===== src/sv/rtc_pkg.sv =====
// Shared types and constants for the real-time clock block.
`default_nettype none

package rtc_pkg;

	localparam int unsigned SEC_W    = 32;
	localparam int unsigned DIV_W    = 20;
	localparam int unsigned MS_W     = 10;
	localparam int unsigned FLAG_W   = 3;
	localparam int unsigned CMD_W    = 2;
	localparam int unsigned CFG_IX_W = 2;
	localparam int unsigned CFG_D_W  = 32;
	localparam int unsigned BIT_IX_W = $clog2(SEC_W);

	localparam logic [DIV_W-1:0]  RELOAD_RST = DIV_W'(32767);
	localparam logic [SEC_W-1:0]  ALARM_RST  = {SEC_W{1'b1}};
	localparam logic [FLAG_W-1:0] IRQ_EN_RST = '0;

	localparam int unsigned FLAG_SEC = 0;
	localparam int unsigned FLAG_ALR = 1;
	localparam int unsigned FLAG_OVF = 2;

	typedef enum logic [CMD_W-1:0] {
		CMD_TICK  = 2'd0,
		CMD_LOAD  = 2'd1,
		CMD_CLEAR = 2'd2
	} cmd_t;

	typedef enum logic [CFG_IX_W-1:0] {
		CFG_RELOAD = 2'd0,
		CFG_ALARM  = 2'd1,
		CFG_IRQ_EN = 2'd2
	} cfg_ix_t;

	typedef struct packed {
		logic alarm_hit;
		logic wrapped;
	} sec_stat_t;

	typedef struct packed {
		logic start;
		logic inc;
		logic load;
		logic step;
	} sec_ctl_t;

endpackage

`default_nettype wire


===== src/sv/rtc_in_if.sv =====
// Request channel into the real-time clock.
`default_nettype none

interface rtc_in_if;
	logic                       valid;
	logic                       ready;
	logic [rtc_pkg::CMD_W-1:0]  cmd;
	logic [rtc_pkg::SEC_W-1:0]  load_value;
	logic [rtc_pkg::FLAG_W-1:0] clear_mask;

	modport source (output valid, cmd, load_value, clear_mask, input ready);
	modport sink (input valid, cmd, load_value, clear_mask, output ready);
endinterface

`default_nettype wire


===== src/sv/rtc_out_if.sv =====
// Result channel out of the real-time clock.
`default_nettype none

interface rtc_out_if;
	logic                       valid;
	logic                       ready;
	logic [rtc_pkg::SEC_W-1:0]  seconds;
	logic [rtc_pkg::DIV_W-1:0]  divider;
	logic [rtc_pkg::MS_W-1:0]   milliseconds;
	logic [rtc_pkg::FLAG_W-1:0] pending_flags;
	logic                       irq;

	modport source (output valid, seconds, divider, milliseconds, pending_flags, irq,
		input ready);
	modport sink (input valid, seconds, divider, milliseconds, pending_flags, irq,
		output ready);
endinterface

`default_nettype wire


===== src/sv/rtc_second_counter_alarm.sv =====
// Real-time clock top level: prescaler, seconds counter, alarm and interrupt flags.
// Each request runs from acceptance to a ready result as follows: the seconds counter
// (loaded on a load request) is incremented on a tick with the divider at zero and is
// compared with the alarm one bit per cycle in the run state, with the milliseconds
// divider running alongside; the done state then updates the flags on a counter advance
// and the output state loads the result register. A new request is accepted only in the
// idle state; a stalled result holds the block in the output step until the result
// register is free. A finished result waits in that register while the next request is
// accepted. Write configuration only while no request is in progress.
`default_nettype none

module rtc_second_counter_alarm (
	input  wire logic                           clk,
	input  wire logic                           arst_n,
	rtc_in_if.sink                              in_ch,
	rtc_out_if.source                           out_ch,
	input  wire logic                           cfg_we,
	input  wire logic [rtc_pkg::CFG_IX_W-1:0]   cfg_index,
	input  wire logic [rtc_pkg::CFG_D_W-1:0]    cfg_wdata
);
	import rtc_pkg::*;

	typedef enum logic [1:0] {
		S_IDLE,
		S_RUN,
		S_DONE,
		S_OUT
	} top_state_t;

	top_state_t        state_q;
	logic [BIT_IX_W-1:0] cnt_q;
	logic [DIV_W-1:0]  reload_q;
	logic [SEC_W-1:0]  alarm_q;
	logic [FLAG_W-1:0] irq_en_q;
	logic [DIV_W-1:0]  div_q;
	logic [FLAG_W-1:0] flags_q;
	logic              inc_q;
	logic              out_valid_q;
	logic [SEC_W-1:0]  out_sec_q;
	logic [DIV_W-1:0]  out_div_q;
	logic [MS_W-1:0]   out_ms_q;
	logic [FLAG_W-1:0] out_flags_q;
	logic              out_irq_q;

	logic              accept;
	logic              is_tick;
	logic              div_zero;
	sec_ctl_t          sec_ctl;
	sec_stat_t         sec_stat;
	logic [SEC_W-1:0]  sec_val;
	logic              ms_done;
	logic [MS_W-1:0]   ms_val;
	logic              out_free;

	assign accept   = in_ch.valid & in_ch.ready;
	assign is_tick  = in_ch.cmd == CMD_TICK;
	assign div_zero = div_q == '0;
	assign out_free = !out_valid_q || out_ch.ready;

	assign sec_ctl.start = accept;
	assign sec_ctl.inc   = is_tick && div_zero;
	assign sec_ctl.load  = in_ch.cmd == CMD_LOAD;
	assign sec_ctl.step  = state_q == S_RUN;

	rtc_sec_serial u_sec (
		.clk         (clk),
		.arst_n      (arst_n),
		.ctl         (sec_ctl),
		.load_value  (in_ch.load_value),
		.alarm_value (alarm_q),
		.bit_ix      (cnt_q),
		.seconds     (sec_val),
		.stat        (sec_stat)
	);

	rtc_ms_div u_ms (
		.clk          (clk),
		.arst_n       (arst_n),
		.start        (state_q == S_RUN && cnt_q == '0),
		.reload       (reload_q),
		.div_count    (div_q),
		.done         (ms_done),
		.milliseconds (ms_val)
	);

	always_ff @(posedge clk or negedge arst_n) begin
		if (!arst_n) begin
			reload_q <= RELOAD_RST;
			alarm_q  <= ALARM_RST;
			irq_en_q <= IRQ_EN_RST;
		end else if (cfg_we) begin
			case (cfg_index)
				CFG_RELOAD: reload_q <= cfg_wdata[DIV_W-1:0];
				CFG_ALARM:  alarm_q  <= cfg_wdata[SEC_W-1:0];
				CFG_IRQ_EN: irq_en_q <= cfg_wdata[FLAG_W-1:0];
				default: ;
			endcase
		end
	end

	always_ff @(posedge clk or negedge arst_n) begin
		if (!arst_n) begin
			state_q     <= S_IDLE;
			cnt_q       <= '0;
			div_q       <= '0;
			flags_q     <= '0;
			inc_q       <= 1'b0;
			out_valid_q <= 1'b0;
		end else begin
			if (out_valid_q && out_ch.ready && state_q != S_OUT) begin
				out_valid_q <= 1'b0;
			end
			case (state_q)
				S_IDLE: begin
					if (accept) begin
						cnt_q   <= '0;
						inc_q   <= sec_ctl.inc;
						state_q <= S_RUN;
						case (in_ch.cmd)
							CMD_TICK: begin
								if (div_zero) begin
									div_q <= reload_q;
								end else begin
									div_q <= div_q - 1'b1;
								end
							end
							CMD_CLEAR: flags_q <= flags_q & ~in_ch.clear_mask;
							default: ;
						endcase
					end
				end
				S_RUN: begin
					cnt_q <= cnt_q + 1'b1;
					if (cnt_q == BIT_IX_W'(SEC_W-1)) begin
						state_q <= S_DONE;
					end
				end
				S_DONE: begin
					if (inc_q) begin
						flags_q[FLAG_SEC] <= 1'b1;
						flags_q[FLAG_ALR] <= flags_q[FLAG_ALR] | sec_stat.alarm_hit;
						flags_q[FLAG_OVF] <= flags_q[FLAG_OVF] | sec_stat.wrapped;
					end
					state_q <= S_OUT;
				end
				S_OUT: begin
					if (out_free) begin
						out_valid_q <= 1'b1;
						out_sec_q   <= sec_val;
						out_div_q   <= div_q;
						out_ms_q    <= ms_val;
						out_flags_q <= flags_q;
						out_irq_q   <= |(flags_q & irq_en_q);
						state_q     <= S_IDLE;
					end
				end
				default: state_q <= S_IDLE;
			endcase
		end
	end

	assign in_ch.ready          = state_q == S_IDLE;
	assign out_ch.valid         = out_valid_q;
	assign out_ch.seconds       = out_sec_q;
	assign out_ch.divider       = out_div_q;
	assign out_ch.milliseconds  = out_ms_q;
	assign out_ch.pending_flags = out_flags_q;
	assign out_ch.irq           = out_irq_q;

	a_ms_ready_at_done: assert property (@(posedge clk) disable iff (!arst_n)
		state_q == S_DONE |-> ms_done)
		else $error("milliseconds not ready when the count finishes");

	a_accept_starts_run: assert property (@(posedge clk) disable iff (!arst_n)
		accept |=> state_q == S_RUN && cnt_q == '0)
		else $error("accepted request did not start the serial pass");

	a_run_ends_after_word: assert property (@(posedge clk) disable iff (!arst_n)
		state_q == S_RUN && cnt_q == BIT_IX_W'(SEC_W-1) |=> state_q == S_DONE)
		else $error("serial pass length wrong");

	a_second_flag_on_carry: assert property (@(posedge clk) disable iff (!arst_n)
		state_q == S_DONE && inc_q |=> flags_q[FLAG_SEC])
		else $error("second flag not raised on a counter advance");

endmodule

`default_nettype wire


===== src/sv/rtc_sec_serial.sv =====
// Bit-serial seconds counter with increment, alarm compare and wrap detect.
`default_nettype none

module rtc_sec_serial (
	input  wire logic                          clk,
	input  wire logic                          arst_n,
	input  wire rtc_pkg::sec_ctl_t             ctl,
	input  wire logic [rtc_pkg::SEC_W-1:0]     load_value,
	input  wire logic [rtc_pkg::SEC_W-1:0]     alarm_value,
	input  wire logic [rtc_pkg::BIT_IX_W-1:0]  bit_ix,
	output logic [rtc_pkg::SEC_W-1:0]          seconds,
	output rtc_pkg::sec_stat_t                 stat
);
	import rtc_pkg::*;

	logic [SEC_W-1:0] sec_q;
	logic             carry_q;
	logic             eq_q;
	logic             zero_q;
	logic             new_bit;

	assign new_bit = sec_q[0] ^ carry_q;

	always_ff @(posedge clk or negedge arst_n) begin
		if (!arst_n) begin
			sec_q   <= '0;
			carry_q <= 1'b0;
			eq_q    <= 1'b0;
			zero_q  <= 1'b0;
		end else if (ctl.start) begin
			carry_q <= ctl.inc;
			eq_q    <= 1'b1;
			zero_q  <= 1'b1;
			if (ctl.load) begin
				sec_q <= load_value;
			end
		end else if (ctl.step) begin
			sec_q   <= {new_bit, sec_q[SEC_W-1:1]};
			carry_q <= sec_q[0] & carry_q;
			eq_q    <= eq_q & (new_bit == alarm_value[bit_ix]);
			zero_q  <= zero_q & ~new_bit;
		end
	end

	assign seconds        = sec_q;
	assign stat.alarm_hit = eq_q;
	assign stat.wrapped   = zero_q;

	a_no_carry_on_load: assert property (@(posedge clk) disable iff (!arst_n)
		ctl.start && ctl.load |=> !carry_q)
		else $error("carry armed on a load request");

	a_step_not_start: assert property (@(posedge clk) disable iff (!arst_n)
		!(ctl.start && ctl.step))
		else $error("start and step together");

	a_zero_tracks_value: assert property (@(posedge clk) disable iff (!arst_n)
		ctl.step && bit_ix == BIT_IX_W'(SEC_W-1) |=> zero_q == (sec_q == '0))
		else $error("wrap detect disagrees with count");

endmodule

`default_nettype wire


===== src/sv/rtc_ms_div.sv =====
// Milliseconds fraction: constant multiply then one quotient bit per cycle.
`default_nettype none

module rtc_ms_div (
	input  wire logic                        clk,
	input  wire logic                        arst_n,
	input  wire logic                        start,
	input  wire logic [rtc_pkg::DIV_W-1:0]   reload,
	input  wire logic [rtc_pkg::DIV_W-1:0]   div_count,
	output logic                             done,
	output logic [rtc_pkg::MS_W-1:0]         milliseconds
);
	import rtc_pkg::*;

	localparam int unsigned NUM_W = DIV_W + MS_W;
	localparam int unsigned K_W   = $clog2(MS_W);

	typedef enum logic [1:0] {
		M_IDLE,
		M_MUL,
		M_DIV
	} ms_state_t;

	ms_state_t        state_q;
	logic [DIV_W-1:0] x_q;
	logic [DIV_W:0]   d_q;
	logic             over_q;
	logic [DIV_W:0]   r_q;
	logic [MS_W-1:0]  lo_q;
	logic [MS_W-1:0]  q_q;
	logic [K_W-1:0]   k_q;
	logic             done_q;
	logic [NUM_W-1:0] num;
	logic [DIV_W+1:0] trial;
	logic [DIV_W+1:0] diff;
	logic             ge;

	assign num   = {x_q, 10'b0} - NUM_W'({x_q, 4'b0}) - NUM_W'({x_q, 3'b0});
	assign trial = {r_q, lo_q[MS_W-1]};
	assign diff  = trial - {1'b0, d_q};
	assign ge    = trial >= {1'b0, d_q};

	always_ff @(posedge clk or negedge arst_n) begin
		if (!arst_n) begin
			state_q <= M_IDLE;
			done_q  <= 1'b0;
			k_q     <= '0;
			over_q  <= 1'b0;
		end else begin
			case (state_q)
				M_IDLE: begin
					if (start) begin
						done_q  <= 1'b0;
						over_q  <= div_count > reload;
						x_q     <= reload - div_count;
						d_q     <= {1'b0, reload} + 1'b1;
						state_q <= M_MUL;
					end
				end
				M_MUL: begin
					r_q     <= {1'b0, num[NUM_W-1:MS_W]};
					lo_q    <= num[MS_W-1:0];
					q_q     <= '0;
					k_q     <= '0;
					state_q <= M_DIV;
				end
				M_DIV: begin
					r_q  <= ge ? diff[DIV_W:0] : trial[DIV_W:0];
					q_q  <= {q_q[MS_W-2:0], ge};
					lo_q <= {lo_q[MS_W-2:0], 1'b0};
					k_q  <= k_q + 1'b1;
					if (k_q == K_W'(MS_W-1)) begin
						done_q  <= 1'b1;
						state_q <= M_IDLE;
					end
				end
				default: state_q <= M_IDLE;
			endcase
		end
	end

	assign done         = done_q;
	assign milliseconds = over_q ? '0 : q_q;

	a_rem_below_divisor: assert property (@(posedge clk) disable iff (!arst_n)
		state_q == M_DIV && !over_q |-> r_q < d_q)
		else $error("partial remainder not below divisor");

	a_done_clears_on_start: assert property (@(posedge clk) disable iff (!arst_n)
		state_q == M_IDLE && start |=> !done_q)
		else $error("done left high after a new start");

	a_result_range: assert property (@(posedge clk) disable iff (!arst_n)
		done_q |-> milliseconds < MS_W'(1000))
		else $error("milliseconds out of range");

endmodule

`default_nettype wire

===== src/flat_wrapper.sv =====
// flat-port wrapper written by rule: the top's interface ports become plain ports
module rtc_second_counter_alarm_flat import rtc_pkg::*;
  (clk, arst_n, cfg_we, cfg_index, cfg_wdata, in_ch_valid, in_ch_cmd, in_ch_load_value, in_ch_clear_mask, in_ch_ready, out_ch_valid, out_ch_seconds, out_ch_divider, out_ch_milliseconds, out_ch_pending_flags, out_ch_irq, out_ch_ready);
  rtc_in_if in_ch_i ();
  rtc_out_if out_ch_i ();
  input  wire logic clk;
  input  wire logic arst_n;
  input  wire logic cfg_we;
  input  wire logic [rtc_pkg::CFG_IX_W-1:0] cfg_index;
  input  wire logic [rtc_pkg::CFG_D_W-1:0] cfg_wdata;
  input wire logic [$bits(in_ch_i.valid)-1:0] in_ch_valid;
  input wire logic [$bits(in_ch_i.cmd)-1:0] in_ch_cmd;
  input wire logic [$bits(in_ch_i.load_value)-1:0] in_ch_load_value;
  input wire logic [$bits(in_ch_i.clear_mask)-1:0] in_ch_clear_mask;
  output wire logic [$bits(in_ch_i.ready)-1:0] in_ch_ready;
  output wire logic [$bits(out_ch_i.valid)-1:0] out_ch_valid;
  output wire logic [$bits(out_ch_i.seconds)-1:0] out_ch_seconds;
  output wire logic [$bits(out_ch_i.divider)-1:0] out_ch_divider;
  output wire logic [$bits(out_ch_i.milliseconds)-1:0] out_ch_milliseconds;
  output wire logic [$bits(out_ch_i.pending_flags)-1:0] out_ch_pending_flags;
  output wire logic [$bits(out_ch_i.irq)-1:0] out_ch_irq;
  input wire logic [$bits(out_ch_i.ready)-1:0] out_ch_ready;
  assign in_ch_i.valid = in_ch_valid;
  assign in_ch_i.cmd = in_ch_cmd;
  assign in_ch_i.load_value = in_ch_load_value;
  assign in_ch_i.clear_mask = in_ch_clear_mask;
  assign in_ch_ready = in_ch_i.ready;
  assign out_ch_valid = out_ch_i.valid;
  assign out_ch_seconds = out_ch_i.seconds;
  assign out_ch_divider = out_ch_i.divider;
  assign out_ch_milliseconds = out_ch_i.milliseconds;
  assign out_ch_pending_flags = out_ch_i.pending_flags;
  assign out_ch_irq = out_ch_i.irq;
  assign out_ch_i.ready = out_ch_ready;
  rtc_second_counter_alarm u_core (.clk(clk), .arst_n(arst_n), .in_ch(in_ch_i), .out_ch(out_ch_i), .cfg_we(cfg_we), .cfg_index(cfg_index), .cfg_wdata(cfg_wdata));
endmodule

===== config.mk =====
export PLATFORM = sky130hd
export DESIGN_NAME = rtc_second_counter_alarm_flat
export DESIGN_NICKNAME = d
export VERILOG_FILES = /design/src/sv/rtc_pkg.sv /design/src/sv/rtc_in_if.sv /design/src/sv/rtc_out_if.sv /design/src/sv/rtc_second_counter_alarm.sv /design/src/sv/rtc_sec_serial.sv /design/src/sv/rtc_ms_div.sv /design/src/flat_wrapper.sv
export SDC_FILE = /design/constraint.sdc
export NUM_CORES = 1
export LEC_CHECK = 0
export BUFFER_PORTS_ARGS = -buffer_cell sky130_fd_sc_hd__buf_4
export CELL_PAD_IN_SITES_DETAIL_PLACEMENT = 0
export CELL_PAD_IN_SITES_GLOBAL_PLACEMENT = 1
export CORE_MARGIN = 4
export CORE_UTILIZATION = 35
export DETAILED_ROUTE_END_ITERATION = 6
export MAX_ROUTING_LAYER = met4
export PLACE_DENSITY = 0.69
export SYNTH_ARGS = -nofsm -noshare
export SYNTH_HDL_FRONTEND = slang
export SYNTH_SLANG_ARGS = --single-unit

===== constraint.sdc =====
create_clock -name clk -period 5.5 [get_ports clk]
set_clock_uncertainty 0.05 [all_clocks]
set_input_delay 1.1 -clock clk [delete_from_list [all_inputs] [get_ports clk]]
set_output_delay 1.1 -clock clk [all_outputs]
set_load 0.05 [all_outputs]

---- Yosys cells after proc, flatten, opt, wreduce, memory -nomap -nowiden ----
Cells that the tools add are included.
storage, ports and cells
  output and inout port bits .............. 68
  word-level logic and storage cells ...... 133
  bits in registers ....................... 277
  input bits .............................. 76
operators by class
  equal/unequal tests ..................... 21
  bitwise gates (word level) .............. 11
  add/subtract/negate cells ............... 8
  magnitude comparators ................... 3
  reduce and logical (&&, ||, !) cells .... 31
  multiplexer cells ....................... 33
operators by type and width
  cell                   count
  $mux 32                3
  $pmux 21 s2            1
  $pmux 10 s2            2
  $sub 30x23->30         1
  $sub 30x24->30         1
  $ge 22x21->1           1
  $add 20x1->21 const B  1
  $mux 21                1
  $sub 21x21->21         1
  $gt 20x20->1           1
  $logic_not 20->1       1
  $mux 20                1
  $sub 20x1->20 const B  1
  $sub 20x20->20         1
  $reduce_and 2->1       9
  $ne 2x2->1 const B     7
  $reduce_and 3->1       4
  $eq 2x2->1 const B     5
  $mux 1                 10
  $mux 2                 5
  $pmux 5 s2             1
  $mux 3                 3
  $eq 2x1->1 const B     4
  $logic_not 2->1        4
  26 further kinds       38

---- Logic depth before layout (Yosys ltp) ----
Gate-level depths: netlist (run 1).
  word-level depth ........................ 6
  depth in mapped cells ................... 12
  mapped depth without buffers ............ 12

---- Cells and area by module ----
Synthesis (run 1) repeated with hierarchy kept, for this count alone.
unflattened totals
  cell total of the unflattened synthesis .. 1431
  area, all modules ....................... 15711.3 µm²
by module, submodules not included
  module                    instances  area each (µm²)  cells each  sequential area each (µm²)
  rtc_ms_div                1          7674.9           824         2572.5
  rtc_second_counter_alarm  1          6079.6           408         4217.8
  rtc_sec_serial            1          1956.9           199         875.8

---- Least setup slack after synthesis (run 1) ----
No wires, ideal clock.
  path type ............................... input port to flip-flop
  start point ............................. input port out_ch_ready
  end point ............................... register u_core.out_div_q[0], in the netlist u_core.out_ch.divider[0] (enable)
  path slack .............................. 2.186 ns
  arrival ................................. 2.832 ns
  stages .................................. 2
  library setup time ...................... 0.432 ns
  required time ........................... 5.018 ns
  buffers on the path ..................... 0
  cells stage by stage .................... nand2b_1 > and3_1
on the way
  longest elaborated chain between the ends .. 2
ends and longest elaborated chain
  item                        RTL line                         source
  start: declaration          flat_wrapper.sv:22               input wire logic [$bits(out_ch_i.ready)-1:0] out_ch_ready;
  $logic_or 1x1->1            rtc_second_counter_alarm.sv:58   assign out_free = !out_valid_q || out_ch.ready;
  $reduce_and 3->1 (no line)  -
  end signal: assignment      rtc_second_counter_alarm.sv:150  out_div_q <= div_q;
  end: declaration            rtc_second_counter_alarm.sv:40   logic [DIV_W-1:0] out_div_q;
No other way between the ends.
A chain may end at the register's enable or synchronous reset.

---- Final worst setup path (run 1) ----
  start point ............................. register u_core.u_ms.x_q[15]
  end point ............................... register u_core.u_ms.r_q[17], data pin
on the way
  longest elaborated chain between the ends .. 3
ends and longest elaborated chain
  item                      RTL line          source
  start: declaration        rtc_ms_div.sv:25  logic [DIV_W-1:0] x_q;
  start signal: assignment  rtc_ms_div.sv:55  x_q <= reload - div_count;
  $sub 30x24->30            rtc_ms_div.sv:38  assign num = {x_q, 10'b0} - NUM_W'({x_q, 4'b0}) - NUM_W'({x_q, 3'b0});
  $sub 30x23->30 *          rtc_ms_div.sv:38
  $pmux 21 s2 *             rtc_ms_div.sv:50  case (state_q)
  end signal: assignment    rtc_ms_div.sv:61  r_q <= {1'b0, num[NUM_W-1:MS_W]};
  end signal: assignment    rtc_ms_div.sv:68  r_q <= ge ? diff[DIV_W:0] : trial[DIV_W:0];
  end: declaration          rtc_ms_div.sv:28  logic [DIV_W:0] r_q;
Mark *: on every way between the ends. The rest lies on a longest branch, timed or not.

==> results of run 1 <==
## cells in the mapped netlist, types with 6 or more instances
master | number | area share
sky130_fd_sc_hd__o21a_1 | 11 | 0.0053
sky130_fd_sc_hd__nand2b_1 | 11 | 0.0044
sky130_fd_sc_hd__o31ai_1 | 6 | 0.0029
sky130_fd_sc_hd__o21bai_1 | 7 | 0.0034
sky130_fd_sc_hd__o211ai_1 | 7 | 0.0034
sky130_fd_sc_hd__fa_1 | 15 | 0.019
sky130_fd_sc_hd__a21oi_1 | 99 | 0.032
sky130_fd_sc_hd__clkbuf_1 | 34 | 0.0082
sky130_fd_sc_hd__a31oi_1 | 7 | 0.0028
sky130_fd_sc_hd__buf_1 | 6 | 0.0014
sky130_fd_sc_hd__ha_1 | 93 | 0.075
sky130_fd_sc_hd__mux2_2 | 59 | 0.043
sky130_fd_sc_hd__dfstp_2 | 47 | 0.079
sky130_fd_sc_hd__mux4_2 | 10 | 0.014
sky130_fd_sc_hd__mux2i_1 | 41 | 0.026
sky130_fd_sc_hd__or3_1 | 6 | 0.0024
sky130_fd_sc_hd__o22ai_1 | 9 | 0.0036
sky130_fd_sc_hd__nor2_1 | 62 | 0.015
sky130_fd_sc_hd__edfxtp_1 | 145 | 0.28
sky130_fd_sc_hd__nand3_1 | 35 | 0.011
sky130_fd_sc_hd__a211oi_1 | 10 | 0.0048
sky130_fd_sc_hd__nor4_1 | 14 | 0.0056
sky130_fd_sc_hd__or2_2 | 8 | 0.0032
sky130_fd_sc_hd__nor2b_1 | 24 | 0.0096
sky130_fd_sc_hd__a21o_1 | 25 | 0.012
sky130_fd_sc_hd__and3_1 | 15 | 0.0060
sky130_fd_sc_hd__dfrtp_1 | 82 | 0.13
sky130_fd_sc_hd__o31a_1 | 9 | 0.0050
sky130_fd_sc_hd__xnor2_1 | 50 | 0.028
sky130_fd_sc_hd__nor3_1 | 33 | 0.011
sky130_fd_sc_hd__nand4_1 | 10 | 0.0040
sky130_fd_sc_hd__a22oi_1 | 6 | 0.0029
sky130_fd_sc_hd__o21ai_0 | 108 | 0.035
sky130_fd_sc_hd__nand2_1 | 114 | 0.027
sky130_fd_sc_hd__and2_1 | 17 | 0.0068
sky130_fd_sc_hd__xor2_1 | 16 | 0.0090
sky130_fd_sc_hd__inv_1 | 108 | 0.026
## metrics by stage
step	power (mW)	cell area, µm²	util	cells	hold slack, ns
after floorplan	5.242	15610	-	1436	0.3901
after global routing	8.498	18310	0.4150	2192	0.4336
after global placement	6.007	17350	0.3932	2136	0.4056
after detailed placement	6.055	17350	0.3932	2136	0.4095
after CTS	8.048	18310	0.4150	2192	0.4095
final	7.941	18310	0.4150	2192	0.4203
## worst max-delay path: stages, from the launching register on
cell                       delay, ns
sky130_fd_sc_hd__edfxtp_1       0.47
sky130_fd_sc_hd__inv_1          0.22
sky130_fd_sc_hd__fa_1           0.45
sky130_fd_sc_hd__ha_1           0.45
sky130_fd_sc_hd__and4_1         0.26
sky130_fd_sc_hd__nand3_1        0.08
sky130_fd_sc_hd__a21oi_1        0.22
sky130_fd_sc_hd__nor4_1         0.10
sky130_fd_sc_hd__a311oi_1       0.48
sky130_fd_sc_hd__a41oi_1        0.21
sky130_fd_sc_hd__xnor2_1        0.17
sky130_fd_sc_hd__a21oi_1        0.08
## routing by layer
layer / track usage / up-vias
met2: 0.2561 / 196
met3: 0.02797 / 56
li1: - / 5515
met5: - / -
met1: 0.2130 / 5304
met4: 0.04340 / 0
## power breakdown
group	internal (mW)	switching [mW]	leakage, nW
registers	2.77	0.338	2.82
logic	1.17	1.72	4.31
clock network	1.13	0.818	0.471
total	5.07	2.88	7.60
## worst max-delay path by stage
stage,from,endpoint,slack [ns],depth (start not counted)
5_1_grt,u_core.u_ms.x_q[15],u_core.u_ms.r_q[17],1.70,11
2_1_floorplan,out_ch_ready,u_core.out_ch.divider[0],2.19,2
3_5_place_dp,u_core.u_ms.x_q[15],u_core.u_ms.r_q[17],2.00,11
3_3_place_gp,u_core.u_ms.x_q[15],u_core.u_ms.r_q[17],2.07,11
6_report,u_core.u_ms.x_q[15],u_core.u_ms.r_q[17],2.00,11
4_1_cts,u_core.u_ms.x_q[15],u_core.u_ms.r_q[17],1.99,11
## final cells by class
type | count | area (µm²)
fill | 4375 | 25810
inverter | 109 | 409.1
multi-input combinational | 1005 | 7386
clock inverter | 8 | 52.55
sequential | 274 | 7641
clock buffer | 48 | 909.6
tap | 592 | 740.7
timing repair buffer | 156 | 1175
## cell families (layout without fill, tap and decap cells)
kind of cell    after synthesis  after routing  share of synthesized area
simple gates                368            368                     0.1165
compound gates              353            353                     0.1410
flops                       274            274                     0.4894
buf+inv                     157            321                    0.03910
mux                         110            110                    0.08326
fa+ha+maj                   108            108                    0.09376
xor+xnor                     66             66                    0.03702
## state kept, by name (all words and copies together), names as in the netlist, 2 cells and up
| signal | count |
|---|---|
| u_core.out_ch.pending_flags | 3 |
| u_core.u_ms.d_q | 21 |
| u_core.u_ms.k_q | 4 |
| u_core.flags_q | 3 |
| u_core.u_ms.q_q | 10 |
| u_core.cnt_q | 5 |
| u_core.u_sec.seconds | 32 |
| u_core.u_ms.lo_q | 7 |
| u_core.state_q | 2 |
| u_core.alarm_q | 32 |
| u_core.out_ch.milliseconds | 10 |
| u_core.out_ch.seconds | 32 |
| u_core.u_ms.r_q | 21 |
| u_core.u_ms.state_q | 2 |
| u_core.reload_q | 20 |
| u_core.irq_en_q | 3 |
| u_core.div_q | 20 |
| u_core.u_ms.x_q | 20 |
| u_core.out_ch.divider | 20 |
==> qor.yml, run 1 <==
drc: 0
worstReg2RegStart: "u_core.u_ms.x_q[15]"
max-vdd-ir-drop_uv: 297.1
pre_cts_slack_ns: 1.996
cellLeakagePower_nw: 7.604
rows: 77
num_io_pins: 144
met3_wl_um: 1610
first_iter_violations: 573
path_type_of_the_worst_min_delay_path: "in2async"
finalCritPeriodShare: 0.6361
setup_slack_ns: 2.002
slew-limit-headroom: 0.3143
tritoncts: "yes"
grt_overflow_total: 0
maxSlewViolCount: 0
clock-root-buffer: "sky130_fd_sc_hd__clkbuf_16"
post_cts.repair.setup_buffers: 0
highest_layer_used_for_signal_routing: "met4"
reg2reg_to: "u_core.u_ms.r_q[17]"
antenna-diode-count: 0
route.antenna.remaining_nets: 0
clock_input_transition_at_the_sequential_cells_of_the_worst_setup_and_hold_paths_ns: 0.06
totalWireLength_um: 37420
global_route_wire_length_before_repair_um: 60800
route.vias.total: 11070
die_h_um: 219.2
critPathArrivalTime_ns: 3.75
via_count_of_the_first_global_routing_pass: 11350
synth-async-reset-ratio: 0.4708
synth_cell_types: 75
routabilityCongestion: 0.8317
timing.critical_path.from_type: "flip-flop"
die_area_um2: 48050
layout_common_cells: "sky130_fd_sc_hd__buf_4 (155), sky130_fd_sc_hd__edfxtp_1 (145), sky130_fd_sc_hd__nand2_1 (113)"
cts-root-to-sink-buffers: 3
setup_violations: 0
synthesis.area_um2: 15610
die_w_um: 219.2
synth_flop_cell: "sky130_fd_sc_hd__edfxtp_1"
number_of_register_bits_inferred_by_synthesis: 274
dp_hpwl_um: 28160
drt-met1-wl_um: 17300
grt_usage: 0.1606
coreArea_um2: 44120
period_minus_slack_ns: 3.498
ys.warnings.count: 0
drive_gt1_frac: 0.2094
vias_per_cell: 5.051
cap_violations: 0
total_cts_buffers: 30
area.growth.synth_to_final_pct: 17.29
worstPathMaxFanout: 7
cts_resized: 0
postSynthNetCount: 1620
placement.io_buffers: 143
regToRegSetupSlack_ns: 2.00
power_density_over_the_cells_nw_per_um2: 433.6
met2WireLength_um: 17540
routed_wire_length_per_instance_um: 17.07
critPathKind: "reg2reg"
leading_cell_type_in_the_layout_fill_and_taps_excluded: "sky130_fd_sc_hd__buf_4"
drt_pass1_iterations: 5
totalNegativeSetupSlack_ns: 0
rr_worst_depth: 11
hold_viol: 0
cp-end-kind: "flip-flop"
clkSinkCount: 274
antenna_found_initial: 0
timing.fmax_mhz: 285.8
synthesis.instances: 1436
worstMarginPinSlew_ns: 1.019
htreeDepth: 1
synth-edff-count: 145
initial_core_utilization: 0.3539
timing.critical_path.required_ns: 5.75
synth_seq_area_share: 0.4894
rsz_0062_raised_after_global_routing: "no"
insertion_delay_ns: 0.56
post_cts_hold_buffer_count: 0
design.final.nets: 1760
status: "finished clean"
post_synth.cell_area_avg_um2: 10.87
pin_count_of_the_biggest_net_entering_global_routing: 67
No activity file was read; power rests on OpenSTA's default activity.
==> run 2, diff against run 1 <==
--- a/config.mk
+++ b/config.mk
@@ -12,7 +12,7 @@
 export CORE_UTILIZATION = 35
 export DETAILED_ROUTE_END_ITERATION = 6
 export MAX_ROUTING_LAYER = met4
-export PLACE_DENSITY = 0.69
+export PLACE_DENSITY = 0.71
 export SYNTH_ARGS = -nofsm -noshare
 export SYNTH_HDL_FRONTEND = slang
 export SYNTH_SLANG_ARGS = --single-unit
==> constraint.sdc (replaced) <==
create_clock -name clk -period 3.1 [get_ports clk]
set_clock_uncertainty 0.05 [all_clocks]
set_input_delay 0.62 -clock clk [delete_from_list [all_inputs] [get_ports clk]]
set_output_delay 0.62 -clock clk [all_outputs]
set_load 0.05 [all_outputs]
==> qor.yml, run 2 (synthesis results as in run 1) <==
total_cts_buffers: 31
drive_gt1_frac: 0.3004
finalCritPeriodShare: 1.033
finalCoreUtilization: 0.4473
failed_checks: "negative setup slack"
die_w_um: 219.2
whs_ns: 0.2119
timing.critical_path.slowest_stage_cell: "sky130_fd_sc_hd__fa_1"
first_iter_violations: 613
design.final.nets: 1890
global_route_wire_length_before_repair_um: 63160
slew-limit-headroom: 0.5302
rows: 77
antenna-diode-count: 0
tritoncts: "yes"
clock-root-buffer: "sky130_fd_sc_hd__clkbuf_16"
cp-end-kind: "flip-flop"
layout.cell_area.non_filler_um2: 19740
totalWireLength_um: 39140
rsz_0062_raised_after_global_routing: "yes"
cpMostUsedCell: "sky130_fd_sc_hd__a211oi_2"
die_area_um2: 48050
critPathKind: "reg2reg"
critPathArrivalTime_ns: 3.58
via_count_of_the_first_global_routing_pass: 11870
vias_per_cell: 5.040
timing.critical_path.slowest_cell_delay_ns: 0.58
hold_viol: 0
timing.fmax_mhz: 312.2
leading_cell_type_in_the_layout_fill_and_taps_excluded: "sky130_fd_sc_hd__buf_4"
route.antenna.remaining_nets: 0
routabilityCongestion: 0.8951
grt_overflow_total: 0
maxSlewViolCount: 0
layout_common_cells: "sky130_fd_sc_hd__buf_4 (274), sky130_fd_sc_hd__edfxtp_1 (145), sky130_fd_sc_hd__nand2_1 (112)"
antenna_found_initial: 0
cellLeakagePower_nw: 8.311
critical_path.n_buffers_inverters: 1
htreeDepth: 1
drt_pass1_iterations: 5
num_io_pins: 144
grt_usage: 0.1667
cp_top_family: "compound AO/OA/AOI/OAI gates"
power_density_over_the_cells_nw_per_um2: 763.1
drc: 0
cap_violations: 0
clock_input_transition_at_the_sequential_cells_of_the_worst_setup_and_hold_paths_ns: 0.06
max-vdd-ir-drop_uv: 559.3
timing.critical_path.required_ns: 3.48
detailed_place.area_um2: 18270
coreArea_um2: 44120
routed_wire_length_per_instance_um: 16.85
die_h_um: 219.2
area.growth.synth_to_final_pct: 26.41
timing.critical_path.from_type: "flip-flop"
pin_count_of_the_biggest_net_entering_global_routing: 65
worstMarginPinSlew_ns: 0.7047
dp_hpwl_um: 29450
totalNegativeSetupSlack_ns: -0.2050
cp_cell_sequence: "inv_2 > fa_1 > ha_4 > a211oi_2 > o21bai_2 > a211oi_2 > o21bai_1 > a221o_1 > o31a_1 > or3_1 > a31oi_1"
status: "finished, violations left"
setup_violations: 2
clkSinkCount: 274
cts-root-to-sink-buffers: 3
period_minus_slack_ns: 3.203
route.vias.total: 11710
path_type_of_the_worst_min_delay_path: "in2reg"
insertion_delay_ns: 0.58
setup_slack_ns: -0.1034
initial_core_utilization: 0.3539
placement.io_buffers: 143
worstPathMaxFanout: 3
## run 2: cell count changes in the layout (fill, tap and decap cells not counted), moves of 6 or more
cell / change
sky130_fd_sc_hd__inv_1: -8
sky130_fd_sc_hd__inv_2: +8
sky130_fd_sc_hd__ha_4: +11
sky130_fd_sc_hd__buf_6: +6
sky130_fd_sc_hd__a21oi_1: -9
sky130_fd_sc_hd__a21oi_2: +9
sky130_fd_sc_hd__buf_4: +119
sky130_fd_sc_hd__ha_1: -13
## run 2: per-stage QoR
step	cells	total power [mW]	setup slack [ns]
2_1_floorplan	1436	9.301	-0.001188
3_3_place_gp	2253	11.07	-0.1482
3_5_place_dp	2253	11.19	-0.2061
4_1_cts	2316	15.08	-0.08227
5_1_grt	2323	16.06	-0.2575
6_report	2323	15.06	-0.1034
## run 2: final timing paths
kind | startpoint | to | slack [ns] | cells after the start
setup / recovery | u_core.u_ms.x_q[11] | u_core.u_ms.r_q[16] | -0.10 | 11
hold / removal | cfg_wdata[16] | u_core.reload_q[16] | 0.21 | 3
setup reg to reg | u_core.u_ms.x_q[11] | u_core.u_ms.r_q[16] | -0.10 | 11
hold reg to reg | u_core.u_sec.seconds[18] | u_core.out_ch.seconds[18] | 0.42 | 0
max in group asynchronous | arst_n | u_core.div_q[7] | 1.69 | 3
min in group asynchronous | arst_n | u_core.u_ms.k_q[3] | 0.39 | 2
## run 2: layout make-up
class                      count  area (µm²)
fill                        4213       24390
multi-input combinational   1005        7690
sequential                   274        7641
timing repair buffer         285        2206
clock buffer                  44       922.1
tap                          592       740.7
inverter                     109       409.1
clock inverter                14       128.9
## run 2: repair_timing
item	CTS	global route
setup endpoints to repair	9	20
resized for setup	22	39
hold buffers	1	0
endpoints found under the hold margin	7	0
pin swaps	9	20
buffers inserted	4	7
## run 2: tightest hold or removal path: stages
cell,delay [ns]
sky130_fd_sc_hd__buf_4,0.09
sky130_fd_sc_hd__nand2_1,0.04
sky130_fd_sc_hd__o21ai_0,0.06
## run 2: metal layers
metal  routed length [µm]  track usage  vias up
met5                    0            -        -
met3                 1740      0.02686       63
met2                18720       0.2717      224
met4                  928      0.04361        0
li1                     -            -     5783
met1                17750       0.2182     5639
## run 2: report_power, final
| group | switching (mW) | total [mW] | internal, mW |
|---|---|---|---|
| sequential | 0.541 | 5.44 | 4.90 |
| clock | 1.53 | 3.71 | 2.17 |
| combinational | 3.32 | 5.91 | 2.59 |
| total | 5.39 | 15.1 | 9.67 |
==> run 3, diff against run 2 <==
--- a/config.mk
+++ b/config.mk
@@ -8,11 +8,12 @@
 export BUFFER_PORTS_ARGS = -buffer_cell sky130_fd_sc_hd__buf_4
 export CELL_PAD_IN_SITES_DETAIL_PLACEMENT = 0
 export CELL_PAD_IN_SITES_GLOBAL_PLACEMENT = 1
+export CORE_ASPECT_RATIO = 1.75
 export CORE_MARGIN = 4
-export CORE_UTILIZATION = 35
+export CORE_UTILIZATION = 40
 export DETAILED_ROUTE_END_ITERATION = 6
 export MAX_ROUTING_LAYER = met4
-export PLACE_DENSITY = 0.71
+export PLACE_DENSITY = 0.79
 export SYNTH_ARGS = -nofsm -noshare
 export SYNTH_HDL_FRONTEND = slang
 export SYNTH_SLANG_ARGS = --single-unit
==> qor.yml, run 3 (synthesis results as in run 1) <==
finalCritPeriodShare: 1.082
die_h_um: 269.4
path_type_of_the_worst_min_delay_path: "in2reg"
cts-root-to-sink-buffers: 3
insertion_delay_ns: 0.56
clock-root-buffer: "sky130_fd_sc_hd__clkbuf_16"
route.vias.total: 11990
worstMarginPinSlew_ns: 0.7339
worstReg2RegStart: "u_core.u_ms.x_q[6]"
max-vdd-ir-drop_uv: 607.3
drc: 0
worstHoldStart: "cfg_wdata[27]"
pre_cts_slack_ns: -0.3602
grt_usage: 0.2061
layout.cells.non_filler: 2231
first_iter_violations: 527
num_io_pins: 144
total_power_consumption_mw: 15.09
dp_hpwl_um: 33250
rows: 95
vias_per_cell: 5.376
hold_viol: 0
cpMostUsedCell: "sky130_fd_sc_hd__buf_6"
htreeDepth: 1
slew-limit-headroom: 0.5107
layout.filler_cells: 3457
cp-end-kind: "flip-flop"
worstPathMaxFanout: 5
total_cts_buffers: 27
whs_ns: 0.2423
layout_common_cells: "sky130_fd_sc_hd__buf_4 (287), sky130_fd_sc_hd__edfxtp_1 (145), sky130_fd_sc_hd__nand2_1 (110)"
totalNegativeSetupSlack_ns: -0.6450
layout.cell_area.non_filler_um2: 19900
drt_pass1_iterations: 5
routabilityCongestion: 0.9316
cp_cell_sequence: "buf_6 > buf_6 > fa_2 > inv_2 > ha_4 > nor3_1 > a21oi_4 > a221o_1 > o31a_1 > or3_1 > a31oi_1"
critPathArrivalTime_ns: 3.70
pin_count_of_the_biggest_net_entering_global_routing: 124
finalCoreUtilization: 0.5167
timing.critical_path.from_type: "flip-flop"
rsz_0062_raised_after_global_routing: "yes"
clkSinkCount: 274
clock_input_transition_at_the_sequential_cells_of_the_worst_setup_and_hold_paths_ns: 0.06
failed_checks: "negative setup slack"
critical_path.n_buffers_inverters: 3
leading_cell_type_in_the_layout_fill_and_taps_excluded: "sky130_fd_sc_hd__buf_4"
rr_worst_depth: 11
placement.io_buffers: 143
setup_slack_ns: -0.2529
worst_hold_path.num_cells: 2
grt_overflow_total: 0
dp.cells: 2160
cellLeakagePower_nw: 8.406
detailed_place.area_um2: 18260
initial_core_utilization: 0.4054
totalWireLength_um: 43230
maxSlewViolCount: 0
route.antenna.remaining_nets: 0
timing.critical_path.slowest_stage_cell: "sky130_fd_sc_hd__fa_2"
design.final.nets: 1909
antenna_found_initial: 0
tritoncts: "yes"
antenna-diode-count: 0
coreArea_um2: 38510
cp_top_family: "compound AO/OA/AOI/OAI gates"
status: "finished, violations left"
drive_gt1_frac: 0.3202
area.growth.synth_to_final_pct: 27.45
timing.critical_path.slowest_cell_delay_ns: 0.56
regToRegSetupSlack_ns: -0.25
period_minus_slack_ns: 3.353
die_area_um2: 42380
global_route_wire_length_before_repair_um: 67550
power_density_over_the_cells_nw_per_um2: 758.2
cap_violations: 0
die_w_um: 157.4
reg2reg_to: "u_core.u_ms.r_q[16]"
hold_path_end: "u_core.alarm_q[27]"
timing.fmax_mhz: 298.3
routed_wire_length_per_instance_um: 19.38
via_count_of_the_first_global_routing_pass: 12790
setup_violations: 7
timing.critical_path.required_ns: 3.45
critPathKind: "reg2reg"
==> run 3: cell count changes in the layout (fill, tap and decap cells not counted), sizes merged <==
cell / change
clkinvlp: -2
inv: -1
buf: +23
clkinv: -2
clkbuf: -3
==> run 3: metal layers <==
metal  GRT usage  share of wire  vias up
met5           -              0        -
met4     0.09313          0.056        0
met3     0.03225          0.039      111
met2      0.3875           0.56      269
met1      0.2031           0.35     5812
li1            -              -     5801
==> run 3: final cells by class <==
cell class / instances / area, µm² / area share
Inverter: 109 / 409.1 / 0.02056
Sequential cell: 274 / 7641 / 0.3840
Timing Repair Buffer: 308 / 2430 / 0.1221
Multi-Input combinational cell: 1005 / 7900 / 0.3970
Clock buffer: 41 / 829.5 / 0.04169
Clock inverter: 9 / 83.83 / 0.004213
Tap cell: 485 / 606.8 / 0.03049
==> run 3: worst max path at each step <==
| stage | startpoint | slack, ns | cells past startpoint | endpoint |
|---|---|---|---|---|
| 3_5_place_dp | u_core.u_ms.x_q[12] | -0.36 | 12 | u_core.u_ms.r_q[19] |
| 4_1_cts | u_core.u_ms.x_q[11] | -0.26 | 11 | u_core.u_ms.r_q[16] |
| 3_3_place_gp | u_core.u_ms.x_q[12] | -0.32 | 12 | u_core.u_ms.r_q[19] |
| 6_report | u_core.u_ms.x_q[6] | -0.25 | 11 | u_core.u_ms.r_q[16] |
| 2_1_floorplan | u_core.u_ms.x_q[12] | -0.001 | 12 | u_core.u_ms.r_q[16] |
| 5_1_grt | u_core.u_ms.x_q[11] | -0.36 | 11 | u_core.u_ms.r_q[16] |
==> run 3: report_power, final <==
part           switching [mW]  total (mW)  leakage [nW]  internal, mW
logic                    3.52        6.25          5.13          2.72
clock network            1.45        3.40         0.456          1.94
registers               0.545        5.45          2.82          4.90
total                    5.52        15.1          8.41          9.57
==> run 3: what timing repair did <==
action,in CTS,in global routing
hold buffers,1,0
buffers inserted,9,11
cloned,0,2
pin swaps,20,52
resized for setup,22,87
hold endpoints to repair,6,0
endpoints found under the setup margin,15,19
